**src/design/dah_pipe_ctrl.sv**
```systemverilog
// ---------------------------------------------------------------------------
// Pipeline control
// Per-stage valid bits and load enables; empty stages fill up during a stall.
// ---------------------------------------------------------------------------
`default_nettype none

module dah_pipe_ctrl #(
    parameter int N = 4
) (
    input  wire logic         i_clk,
    input  wire logic         i_rst_n,
    input  wire logic         i_valid,
    input  wire logic         i_ready,
    output logic [N-1:0]      o_en,
    output logic [N-1:0]      o_vld
);
    logic [N-1:0] r_vld;

    assign o_vld = r_vld;

    for (genvar k = 0; k < N; k++) begin : g_stage
        if (k == N - 1) begin : g_last
            assign o_en[k] = !r_vld[k] || i_ready;
        end else begin : g_mid
            assign o_en[k] = !r_vld[k] || o_en[k+1];
        end

        if (k == 0) begin : g_first
            always_ff @(posedge i_clk) begin
                if (!i_rst_n) begin
                    r_vld[k] <= 1'b0;
                end else if (o_en[k]) begin
                    r_vld[k] <= i_valid;
                end
            end
        end else begin : g_rest
            always_ff @(posedge i_clk) begin
                if (!i_rst_n) begin
                    r_vld[k] <= 1'b0;
                end else if (o_en[k]) begin
                    r_vld[k] <= r_vld[k-1];
                end
            end
        end
    end

endmodule

`default_nettype wire

```
**config.mk**
```make
export PLATFORM = sky130hd
export DESIGN_NAME = dah_pipe_ctrl
export DESIGN_NICKNAME = d
export VERILOG_FILES = /design/src/design/dah_pipe_ctrl.sv
export SDC_FILE = /design/constraint.sdc
export NUM_CORES = 1
export LEC_CHECK = 0
export ABC_AREA = 1
export BUFFER_PORTS_ARGS = -buffer_cell sky130_fd_sc_hd__buf_2
export CAP_MARGIN = 20
export CORE_AREA = 2 2 39 41
export DETAILED_ROUTE_END_ITERATION = 8
export DIE_AREA = 0 0 41 43
export SYNTH_ARGS = -nofsm -noshare
export SYNTH_HDL_FRONTEND = slang
export SYNTH_SLANG_ARGS = --single-unit
```
**constraint.sdc**
```tcl
create_clock -name i_clk -period 1.8 [get_ports i_clk]
set_input_delay 0.18 -clock i_clk [delete_from_list [all_inputs] [get_ports i_clk]]
set_output_delay 0.18 -clock i_clk [all_outputs]
set_load 0.01 [all_outputs]
```
### After elaboration in Yosys (flattened, before gate mapping)

Cells that the tools add are included.

| storage, ports and cells | value |
|---|---|
| register bits | 4 |
| bits of input ports | 4 |

| operators by class | value |
|---|---|
| reductions and logical operators | 8 |

Operator list:

| cell | count |
|---|---|
| 1-bit logical NOT | 4 |
| 1-bit logical OR | 4 |

### Longest topological paths before layout

| logic depth | value |
|---|---|
| depth in word-level cells | 5 |
| gate-level depth with buffers | 4 |
| gate-level depth less buffers | 4 |

### Worst setup path before layout

OpenSTA, ideal clock, no wires.

| timing path | value |
|---|---|
| path type | register to register |
| from | reg r_vld[3] (netlist: o_vld[3]) |
| to | reg r_vld[0] (netlist: o_vld[0]) |
| arrival | 832 ps |
| clock period less this slack | 898 ps |
| path slack | 902 ps |
| stages on the path, launching flop included | 5 |
| data required time | 1,734 ps |
| cell sequence | dfxtp_1 -> inv_1 -> nor2_4 -> nand4_2 -> a21oi_2 |

| on the way | value |
|---|---|
| longest elaborated chain between the ends | 5 |

RTL lines:

| item | line | RTL |
|---|---|---|
| from (decl) | 17 | `logic [N-1:0] r_vld;` |
| from (signal, indexed assignment) | 41 | `r_vld[k] <= r_vld[k-1];` |
| 1-bit logical NOT | 23 | `assign o_en[k] = !r_vld[k] \|\| i_ready;` |
| 1-bit logical OR | 23 |  |
| 1-bit logical OR (3 in a row) | 25 | `assign o_en[k] = !r_vld[k] \|\| o_en[k+1];` |
| net o_en[0] | 14 | `output logic [N-1:0] o_en,` |

The timed path passes the listed nets, and every way through them passes these cells.
A chain may end at the register's enable or synchronous reset.

### Worst setup path after layout

| timing path | value |
|---|---|
| from | reg r_vld[3] (netlist: o_vld[3]) |
| to | out o_en[0] |

| on the way | value |
|---|---|
| longest elaborated chain between the ends | 5 |

RTL lines:

| item | line |
|---|---|
| 1-bit logical NOT | 23 |
| 1-bit logical OR | 23 |
| 1-bit logical OR (3 in a row) | 25 |
| to (decl) | 14 |

Every way passes these cells.

==> results.json <==
{
  "nFillCells": 154,
  "multi_input_area_um2": 63.8,
  "fin_nets": 39,
  "endpoint_kind": "output pin",
  "synth.area.top_cells": "dfxtp_1 48%, inv_1 14%, nand4_2 7.5%",
  "synth_cell_type_count": 9,
  "track_usage": 0.0554,
  "min_to": "o_vld[0]",
  "routed_wirelength_um": 370,
  "worstSetupPathType": "flip-flop to output pin",
  "slew_headroom": 0.874,
  "timing.rr.start": "o_vld[3]",
  "hp-class": "input port to flip-flop",
  "rows": 14,
  "ios": 12,
  "path_clk_slew_ns": 0.04,
  "outcome": "completed",
  "leakagePower_nw": 0.121,
  "die_h_um": 43,
  "ys_seq_area_frac": 0.481,
  "fin_setup_tns_ns": 0,
  "cts-resized-gates": 0,
  "worst_pin_slew_ns": 0.189,
  "cp_data_arrival_time_ns": 1.01,
  "setup_violations": 0,
  "ir_worst_vdd_mv": 0.292,
  "drt_iter0_drc": 1,
  "vias": 162,
  "dp_hpwl_um": 300,
  "drv_slew": 0,
  "rsz0062_at_grt": "no",
  "portBuffers": 11,
  "fin_area_um2": 264,
  "grt_pass1_vias": 144,
  "ys_ff_latch": 4,
  "clockBufferDepth": 2,
  "syn_area_um2": 166,
  "fin_crit_sh": 0.664,
  "cts.sinks": 4,
  "firstDrtPassIters": 2,
  "ctsRootBufferMaster": "clkbuf_4",
  "syn_nets": 23,
  "powerDensity_nw_per_um2": 833,
  "drtAntennaViolNets": 0,
  "synthCells": 19,
  "antenna_found_initial": 0,
  "r2r_slack_ns": 1.00,
  "grt_pass1_wl_um": 565,
  "fin_skew_ns": 0.00175,
  "ctsHoldBuffers": 0,
  "startpoint_type": "flip-flop",
  "register_area_um2": 80.1,
  "final_common_cell": "buf_2",
  "route.detailed.drc": 0,
  "gp_congestion": 0.691,
  "area_growth_pct": 58.6,
  "hold_depth": 3,
  "n_antenna_cell": 0,
  "dpl_cell_area_um2": 241,
  "drive_gt1_frac": 0.545,
  "hold_start": "i_valid",
  "initial_core_util": 0.120,
  "hold_viol_final": 0,
  "die-area_um2": 1760,
  "drv_cap": 0,
  "clkLatencyLatePin_ns": 0.23,
  "wl_per_cell_um": 7.55,
  "fin_hold_ws_ns": 0.192,
  "r2r_end": "o_vld[0]",
  "synth_top_cell_area_share": 0.481,
  "crit_required_ns": 1.62,
  "core_um2": 1380,
  "synth_top_cell_by_area": "dfxtp_1",
  "cts_setup_buffers": 0,
  "largest_reg_flops": 4,
  "die_x_um": 41,
  "fmax_mhz": 837,
  "cts_tree": "built",
  "total_power_w": 0.000220,
  "numCtsBuffers": 3,
  "layout_min_cycle_time_ns": 1.19,
  "grt_max_degree": 6,
  "syn-mean-instance-area_um2": 8.76,
  "yosys_warnings": 0,
  "grt_overflow": 0,
  "crit_fanout": 5,
  "vias_per_cell": 3.31,
  "htreeDepth": 1,
  "r2r_cells": 4,
  "layout_common_cells": "11 x buf_2, 6 x inv_1, 4 x dfxtp_1"
}
## worst max-delay path: stages (launching register included)
cell     delay [ns]
dfxtp_1        0.31
inv_1          0.06
nor2_4         0.14
nand4_2        0.11
buf_2          0.16
## area by class of cell
type,instances,area share
clock buffer,3,0.0853
inverter,6,0.0853
multi-input combinational,9,0.242
sequential,4,0.303
tap,16,0.0758
timing repair buffer,11,0.209
## kinds of logic after synthesis
family | share of synthesized area
compound gates | 0.113
buf+inv | 0.135
flops | 0.481
simple gates | 0.271
## stage by stage
stage / utilization / setup WS [ns] / std cells
after floorplan: - / 0.902 / 19
after detailed placement: 0.175 / 0.842 / 46
after global routing: 0.191 / 0.508 / 49
after CTS: 0.191 / 0.586 / 49
final: 0.191 / 0.605 / 49
after global placement: 0.175 / 0.857 / 46
## power by group
group	switching (W)	total [W]	internal [W]
clock	0.0000340	0.000108	0.0000744
sequential	0.00000321	0.0000958	0.0000925
combinational	0.00000860	0.0000156	0.00000705
total	0.0000458	0.000220	0.000174
## how the worst max path moves through the flow
stage                   from  slack, ns  depth (start not counted)        to
floorplan           o_vld[3]       0.90                          4  o_vld[0]
global placement    o_vld[3]       0.86                          4   o_en[0]
detailed placement  o_vld[3]       0.84                          4   o_en[0]
CTS                 o_vld[3]       0.59                          4   o_en[0]
global route        o_vld[3]       0.51                          4   o_en[0]
finish              o_vld[3]       0.61                          4   o_en[0]
## Yosys cell counts
cell and instances:
inv_1 6, dfxtp_1 4, a21oi_1 2, nor2_1 2, a21oi_2 1, nand2_1 1
nand3_2 1, nand4_2 1, nor2_4 1
## per-layer routing
metal | global-route usage | vias to the layer above | wire, µm
met5 | 0 | - | 0
met4 | 0.0400 | 0 | 0
met3 | 0.0681 | 0 | 65
met2 | 0.0531 | 11 | 134
met1 | 0.0617 | 65 | 169
li1 | - | 86 | -
(Power assumes the default switching activity.)
