--- src/design/dah_isqrt.sv ---
// ---------------------------------------------------------------------------
// Pipelined floor square root
// One result bit per stage by trial subtraction from the running remainder.
// ---------------------------------------------------------------------------
`default_nettype none

module dah_isqrt #(
    parameter int RW = 25
) (
    input  wire logic              i_clk,
    input  wire logic [RW-1:0]     i_en,
    input  wire logic [2*RW-1:0]   i_value,
    output logic [RW-1:0]          o_root
);
    localparam int SQW = 2 * RW;

    logic [SQW-1:0] r_rem  [RW];
    logic [RW-1:0]  r_root [RW];

    for (genvar j = 0; j < RW; j++) begin : g_bit
        localparam int B = RW - 1 - j;

        logic [SQW-1:0] rem_in;
        logic [RW-1:0]  root_in;
        logic [SQW-1:0] trial;
        logic [SQW-1:0] n_rem;
        logic [RW-1:0]  n_root;

        if (j == 0) begin : g_head
            assign rem_in  = i_value;
            assign root_in = '0;
        end else begin : g_tail
            assign rem_in  = r_rem[j-1];
            assign root_in = r_root[j-1];
        end

        assign trial = ({{RW{1'b0}}, root_in} << (B + 1))
                     | ({{(SQW-1){1'b0}}, 1'b1} << (2 * B));

        always_comb begin
            if (rem_in >= trial) begin
                n_rem  = rem_in - trial;
                n_root = root_in | ({{(RW-1){1'b0}}, 1'b1} << B);
            end else begin
                n_rem  = rem_in;
                n_root = root_in;
            end
        end

        always_ff @(posedge i_clk) begin
            if (i_en[j]) begin
                r_rem[j]  <= n_rem;
                r_root[j] <= n_root;
            end
        end
    end

    assign o_root = r_root[RW-1];

endmodule

`default_nettype wire

--- config.mk ---
export PLATFORM = sky130hd
export DESIGN_NAME = dah_isqrt
export DESIGN_NICKNAME = d
export VERILOG_FILES = /design/src/design/dah_isqrt.sv
export SDC_FILE = /design/constraint.sdc
export NUM_CORES = 2
export LEC_CHECK = 0
export CAP_MARGIN = 40
export CORE_ASPECT_RATIO = 1.5
export CORE_MARGIN = 8
export CORE_UTILIZATION = 55
export DETAILED_ROUTE_END_ITERATION = 8
export DONT_BUFFER_PORTS = 1
export GPL_ROUTABILITY_DRIVEN = 0
export GPL_TIMING_DRIVEN = 0
export PLACE_DENSITY = 0.79
export SETUP_SLACK_MARGIN = 0.02
export SYNTH_ARGS = -nofsm -noshare
export SYNTH_HDL_FRONTEND = slang
export SYNTH_SLANG_ARGS = --single-unit
--- constraint.sdc ---
create_clock -name i_clk -period 3.7 [get_ports i_clk]
set_clock_uncertainty 0.15 [all_clocks]
set_input_delay 0.555 -clock i_clk [delete_from_list [all_inputs] [get_ports i_clk]]
set_output_delay 0.555 -clock i_clk [all_outputs]
set_load 0.005 [all_outputs]
After elaboration in Yosys (flattened, before gate mapping)
Memory sizes are Yosys's and may differ from the RTL's.
Cells that the tools add are included.
{"block": "word_totals", "latch_bits": 0, "output_inout_bits": 25, "n_memories": 2, "ramBits": 1875, "mem_bits_ro": 0, "elab_cells": 152, "regBits": 0}
{"name": "r_rem", "depth": 25, "width": 50, "rd": 24, "rd_clocked_by_memory_dff": 0, "write_ports": 25, "line": "17", "rtl": "logic [SQW-1:0] r_rem [RW];"}
{"name": "r_root", "depth": 25, "width": 25, "rd": 25, "rd_clocked_by_memory_dff": 0, "write_ports": 25, "line": "18", "rtl": "logic [RW-1:0] r_root [RW];"}
{"block": "classes", "n_reduce_logical": 0, "eq_ne": 0, "mux": 100, "n_div": 0, "n_addsub": 25, "magnitude_cmp": 25, "mul": 0, "shifts": 0, "n_bitwise": 0}
{"cell": "$mux 50", "count": 25}
{"cell": "$mux 1", "count": 51}
{"cell": "$ge 50x26->1", "count": 1}
{"cell": "$ge 50x27->1", "count": 1}
{"cell": "$ge 50x28->1", "count": 1}
{"cell": "$ge 50x29->1", "count": 1}
{"cell": "$ge 50x30->1", "count": 1}
{"cell": "$ge 50x31->1", "count": 1}
{"cell": "$ge 50x32->1", "count": 1}
{"cell": "$ge 50x33->1", "count": 1}
{"cell": "$ge 50x34->1", "count": 1}
{"cell": "$ge 50x35->1", "count": 1}
{"cell": "$ge 50x36->1", "count": 1}
{"cell": "$ge 50x37->1", "count": 1}
{"cell": "$ge 50x38->1", "count": 1}
{"cell": "$ge 50x39->1", "count": 1}
{"cell": "$ge 50x40->1", "count": 1}
{"cell": "$ge 50x41->1", "count": 1}
{"cell": "$ge 50x42->1", "count": 1}
{"cell": "$ge 50x43->1", "count": 1}
{"cell": "$ge 50x44->1", "count": 1}
{"cell": "$ge 50x45->1", "count": 1}
{"cell": "$ge 50x46->1", "count": 1}
{"cell": "$ge 50x47->1", "count": 1}
{"cell": "other kinds (52)", "count": 52}

Logic depth before layout (Yosys ltp)
An unclocked memory read counts as a cell.
{"block": "logic_depth", "depth_word": 3, "depth_mapped": 14, "mapped_depth_nobuf": 12}

Worst setup path before layout
No wires, ideal clock.
{"block": "synth_path", "kind": "register to register", "start": "mem r_rem[4][112] (netlist name)", "end": "mem r_rem[4][197] (netlist name) (data pin)", "required_time_ns": 3.292, "period_less_slack_ns": 3.750, "t_arrival_ns": 3.342, "n_path_buf": 0, "stages_incl_launch_ff": 11, "setup_time_ns": 0.258, "path_slack_ns": -0.050, "cell_sequence": "edfxtp_1 ha_1 nor2b_1 o21bai_1 a21oi_1 o22ai_1 o41ai_1 a31oi_2 a2111oi_1 nand4b_1 xnor2_1"}
{"item": "start, declared", "line": "17"}

==> load_flow_metrics.sql <==
INSERT INTO impl_metrics (metric_group, metric, value, unit) VALUES
('sta', 'layout_setup_ws', '-146', 'ps'),
('detailed_routing', 'initialDrtViolationCount', '3108', ''),
('floorplanning', 'top_level_ports', '101', ''),
('worst_setup_path', 'worstPathRequired', '4060', 'ps'),
('detailed_routing', 'vias_per_cell', '6.08', ''),
('pwr', 'power.internal', '34.5', 'mW'),
('grt', 'grt_first_pass_wirelength', '266000', 'µm'),
('worst_setup_path', 'reg2reg_slack', '-150', 'ps'),
('pwr', 'seq_power_share', '48.2', '%'),
('worst_hold_path', 'hold_class', 'in2reg', ''),
('floorplanning', 'fp.dieH', '460', 'µm'),
('detailed_routing', 'first_pass_iters', '7', ''),
('cts', 'cts_htree_levels', '4', ''),
('synth', 'most_used_standard_cells_in_the_synthesized_netlist', 'edfxtp_1 (1525), nor2_1 (422), inv_1 (418), a21oi_1 (368), ha_1 (346)', ''),
('detailed_routing', 'antenna_left', '0', ''),
('synth', 'postSynthAreaPerCell', '12.8', 'µm²'),
('sta', 'fmax', '260', 'MHz'),
('synth', 'synth_area_leaders', 'edfxtp_1 (63%), ha_1 (6.0%), xnor2_1 (3.3%)', ''),
('cts', 'cts.sink_count', '1525', ''),
('floorplanning', 'die_area', '144000', 'µm²'),
('sta', 'tightest_slew', '904', 'ps'),
('floorplanning', 'fp.dieW', '312', 'µm'),
('cts', 'cts-buffers-inserted', '147', ''),
('worst_setup_path', 'timing.critical_path.slowest_cell_delay', '580', 'ps'),
('worst_setup_path', 'worstSetupEndpointType', 'register', ''),
('sta', 'finalMaxSlewViolations', '0', ''),
('grt', 'first_global_vias', '50500', ''),
('floorplanning', 'core_area', '131000', 'µm²'),
('sta', 'maxSlewHeadroom', '38.2', '%'),
('worst_setup_path', 'cp_max_fo', '8', ''),
('cts', 'tritoncts_clock_tree', 'done', ''),
('place', 'dp.final_hpwl', '129000', 'µm'),
('synth', 'synthesis.instances', '5667', ''),
('grt', 'leftover_overflow_at_the_end_of_global_routing', '0', ''),
('sta', 'worst_hold_slack', '29.3', 'ps'),
('pwr', 'ir_drop', '647', 'µV'),
('worst_setup_path', 'timing.reg2reg.worst_path_depth', '10', ''),
('synth', 'synthesis.area', '72400', 'µm²'),
('cts', 'clockRootBuffer', 'clkbuf_16', ''),
('cts', 'worst_case_clock_buffer_depth', '3', ''),
('detailed_routing', 'num_vias', '47700', ''),
('worst_setup_path', 'worst-setup-path-type', 'reg2reg', ''),
('sta', 'final-hold-violation-count', '0', ''),
('synth', 'ys_seq_elements', '1525', ''),
('sta', 'finalSetupViolations', '15', ''),
('run_status', 'status', 'complete, but fails checks', ''),
('floorplanning', 'core.rowCount', '163', ''),
('synth', 'ys_async_sr_fraction', '0', '%'),
('pwr', 'pwr-share-comb', '21.3', '%'),
('grt', 'grt.total_usage', '23.9', '%'),
('sta', 'grt_setup_unrepaired', 'yes', ''),
('worst_setup_path', 'cpLargestDelayFamily', 'simple AND/OR/NAND/NOR gates', ''),
('synth', 'post-synth-top-area-fraction', '63.3', '%'),
('layout', 'area.growth.synth_to_final', '14.5', '%'),
('layout', 'fill_cells', '8864', ''),
('sta', 'finalCritPeriodShare', '104', '%'),
('pwr', 'clock_power_share', '30.5', '%'),
('grt', 'antenna_found_initial', '1', ''),
('layout', 'post_route_cells_drive_above_1_share', '10.6', '%'),
('worst_setup_path', 'reg2reg_from', 'r_rem[4][92]', ''),
('detailed_routing', 'wl_per_cell', '22.8', 'µm'),
('layout', 'nNetsFinal', '6414', ''),
('run_status', 'violations', 'setup timing', ''),
('sta', 'finalWorstPathRequiredPeriod', '3850', 'ps'),
('pwr', 'finalPower', '48.6', 'mW'),
('worst_hold_path', 'hold-path-cell-count', '1', ''),
('worst_setup_path', 'r2r_end', 'r_rem[4][132]', ''),
('place', 'port-buffer-count', '0', ''),
('detailed_routing', 'detail_route.drc_violations', '0', ''),
('synth', 'sequential_fraction_of_the_synthesis_area', '63.3', '%'),
('synth', 'synth_edf_count', '1525', '');
kinds of logic (layout without fill, tap and decap cells):
kind of cell,Yosys count,in the layout,synth area share [%]
and+or+nand+nor,1657,1657,11.8
DFF,1525,1525,63.3
AOI/OAI and AO/OA,1037,1037,8.97
buffers and inverters,518,956,2.69
xor gates and xnor gates,516,516,6.25
adders and majority gates,346,346,5.98
muxes,68,68,1.04
other,0,2,0
per-layer routing:
| layer | global-route usage [%] | up-vias | wire, µm |
|---|---|---|---|
| met5 | 0 | - | 0 |
| met4 | 23.3 | 0 | 20500 |
| met2 | 50.2 | 1914 | 104000 |
| met1 | 16.4 | 23000 | 47600 |
| met3 | 3.87 | 869 | 7250 |
| li1 | - | 21900 | - |
stage by stage:
stage / instances / setup WS, ps / util, % / instance area, µm²
2_1_floorplan: 5667 / 24.4 / - / 72400
3_3_place_gp: 7399 / -1750 / 56.8 / 74500
3_5_place_dp: 7421 / -1470 / 57.0 / 74700
4_1_cts: 7812 / -41.9 / 62.5 / 81900
5_1_grt: 7838 / -213 / 63.2 / 82800
6_report: 7839 / -146 / 63.2 / 82800
sequential cells by signal (all words and copies together), names as in the netlist:
name	cells
r_root	325
r_rem	1200
power groups by stage:
stage	combinational (mW)	clock, mW	sequential [mW]
after global placement	8.49	0	23.5
after global routing	11.2	15.5	23.6
final	10.4	14.8	23.4
after detailed placement	8.79	0	23.6
after floorplan	6.69	0	23.1
after CTS	9.74	14.9	23.3
worst max-delay path by stage:
stage | slack (ps) | cells after the start | endpoint | startpoint
6_report | -150 | 10 | r_rem[4][132] | r_rem[4][92]
5_1_grt | -210 | 10 | r_rem[4][142] | r_rem[4][92]
4_1_cts | -40 | 10 | r_rem[4][142] | r_rem[4][92]
3_5_place_dp | -1470 | 11 | r_rem[4][179] | r_rem[4][133]
3_3_place_gp | -1750 | 11 | r_rem[4][179] | r_rem[4][114]
2_1_floorplan | 20 | 10 | r_rem[4][138] | r_rem[4][92]
worst reg2reg max path, stage by stage, from the launching register on:
cell	delay [ps]
edfxtp_1	390
or4_4	580
or3_4	360
or4_4	530
or4_4	550
nand4_1	130
a41oi_4	70
or3_4	400
buf_12	160
buf_4	150
xnor2_2	130
cells in the final DEF, fill, tap and decap left out, drive strengths merged, types with 29 or more instances in the layout:
master       synthesis  routed
a31oi               36      36
nand2b              79      79
mux2                57      57
clkinv               2      67
o21ai              208     208
edfxtp            1525    1525
dlygate4sd3          0      67
nor2               422     422
and3                29      29
ha                 346     346
a21oi              368     368
clkbuf              90     243
a21o               116     116
and2                29      29
buf                  7     128
or4                 37      37
o31ai               29      29
or3                 69      69
nor2b               55      55
xor2               247     247
xnor2              269     269
o21a                73      73
nand3               75      75
nand4               92      92
nor3               161     161
nor4               185     185
nand2              316     316
inv                419     426
repair_timing:
action | 4_1_cts | 5_1_grt
pin swaps | 30 | 28
setup endpoints to repair | 481 | 297
endpoints found under the hold margin | 1576 | 0
resized for setup | 206 | 153
gates cloned | 1 | 2
buffers inserted | 48 | 25
hold buffers | 92 | 0
area by class of cell:
class | count | area (µm²) | area share, %
plain buffers | 81 | 477 | 0.575
multi-input cells | 3624 | 25900 | 31.3
flip-flops and latches | 1525 | 45800 | 55.3
diodes | 2 | 5.00 | 0.00604
clock inverters | 91 | 882 | 1.06
repair buffers | 192 | 2160 | 2.60
clock buffers | 171 | 3810 | 4.60
inverters | 421 | 1600 | 1.93
well taps | 1732 | 2170 | 2.62
Power figures use the tool's default switching activity.
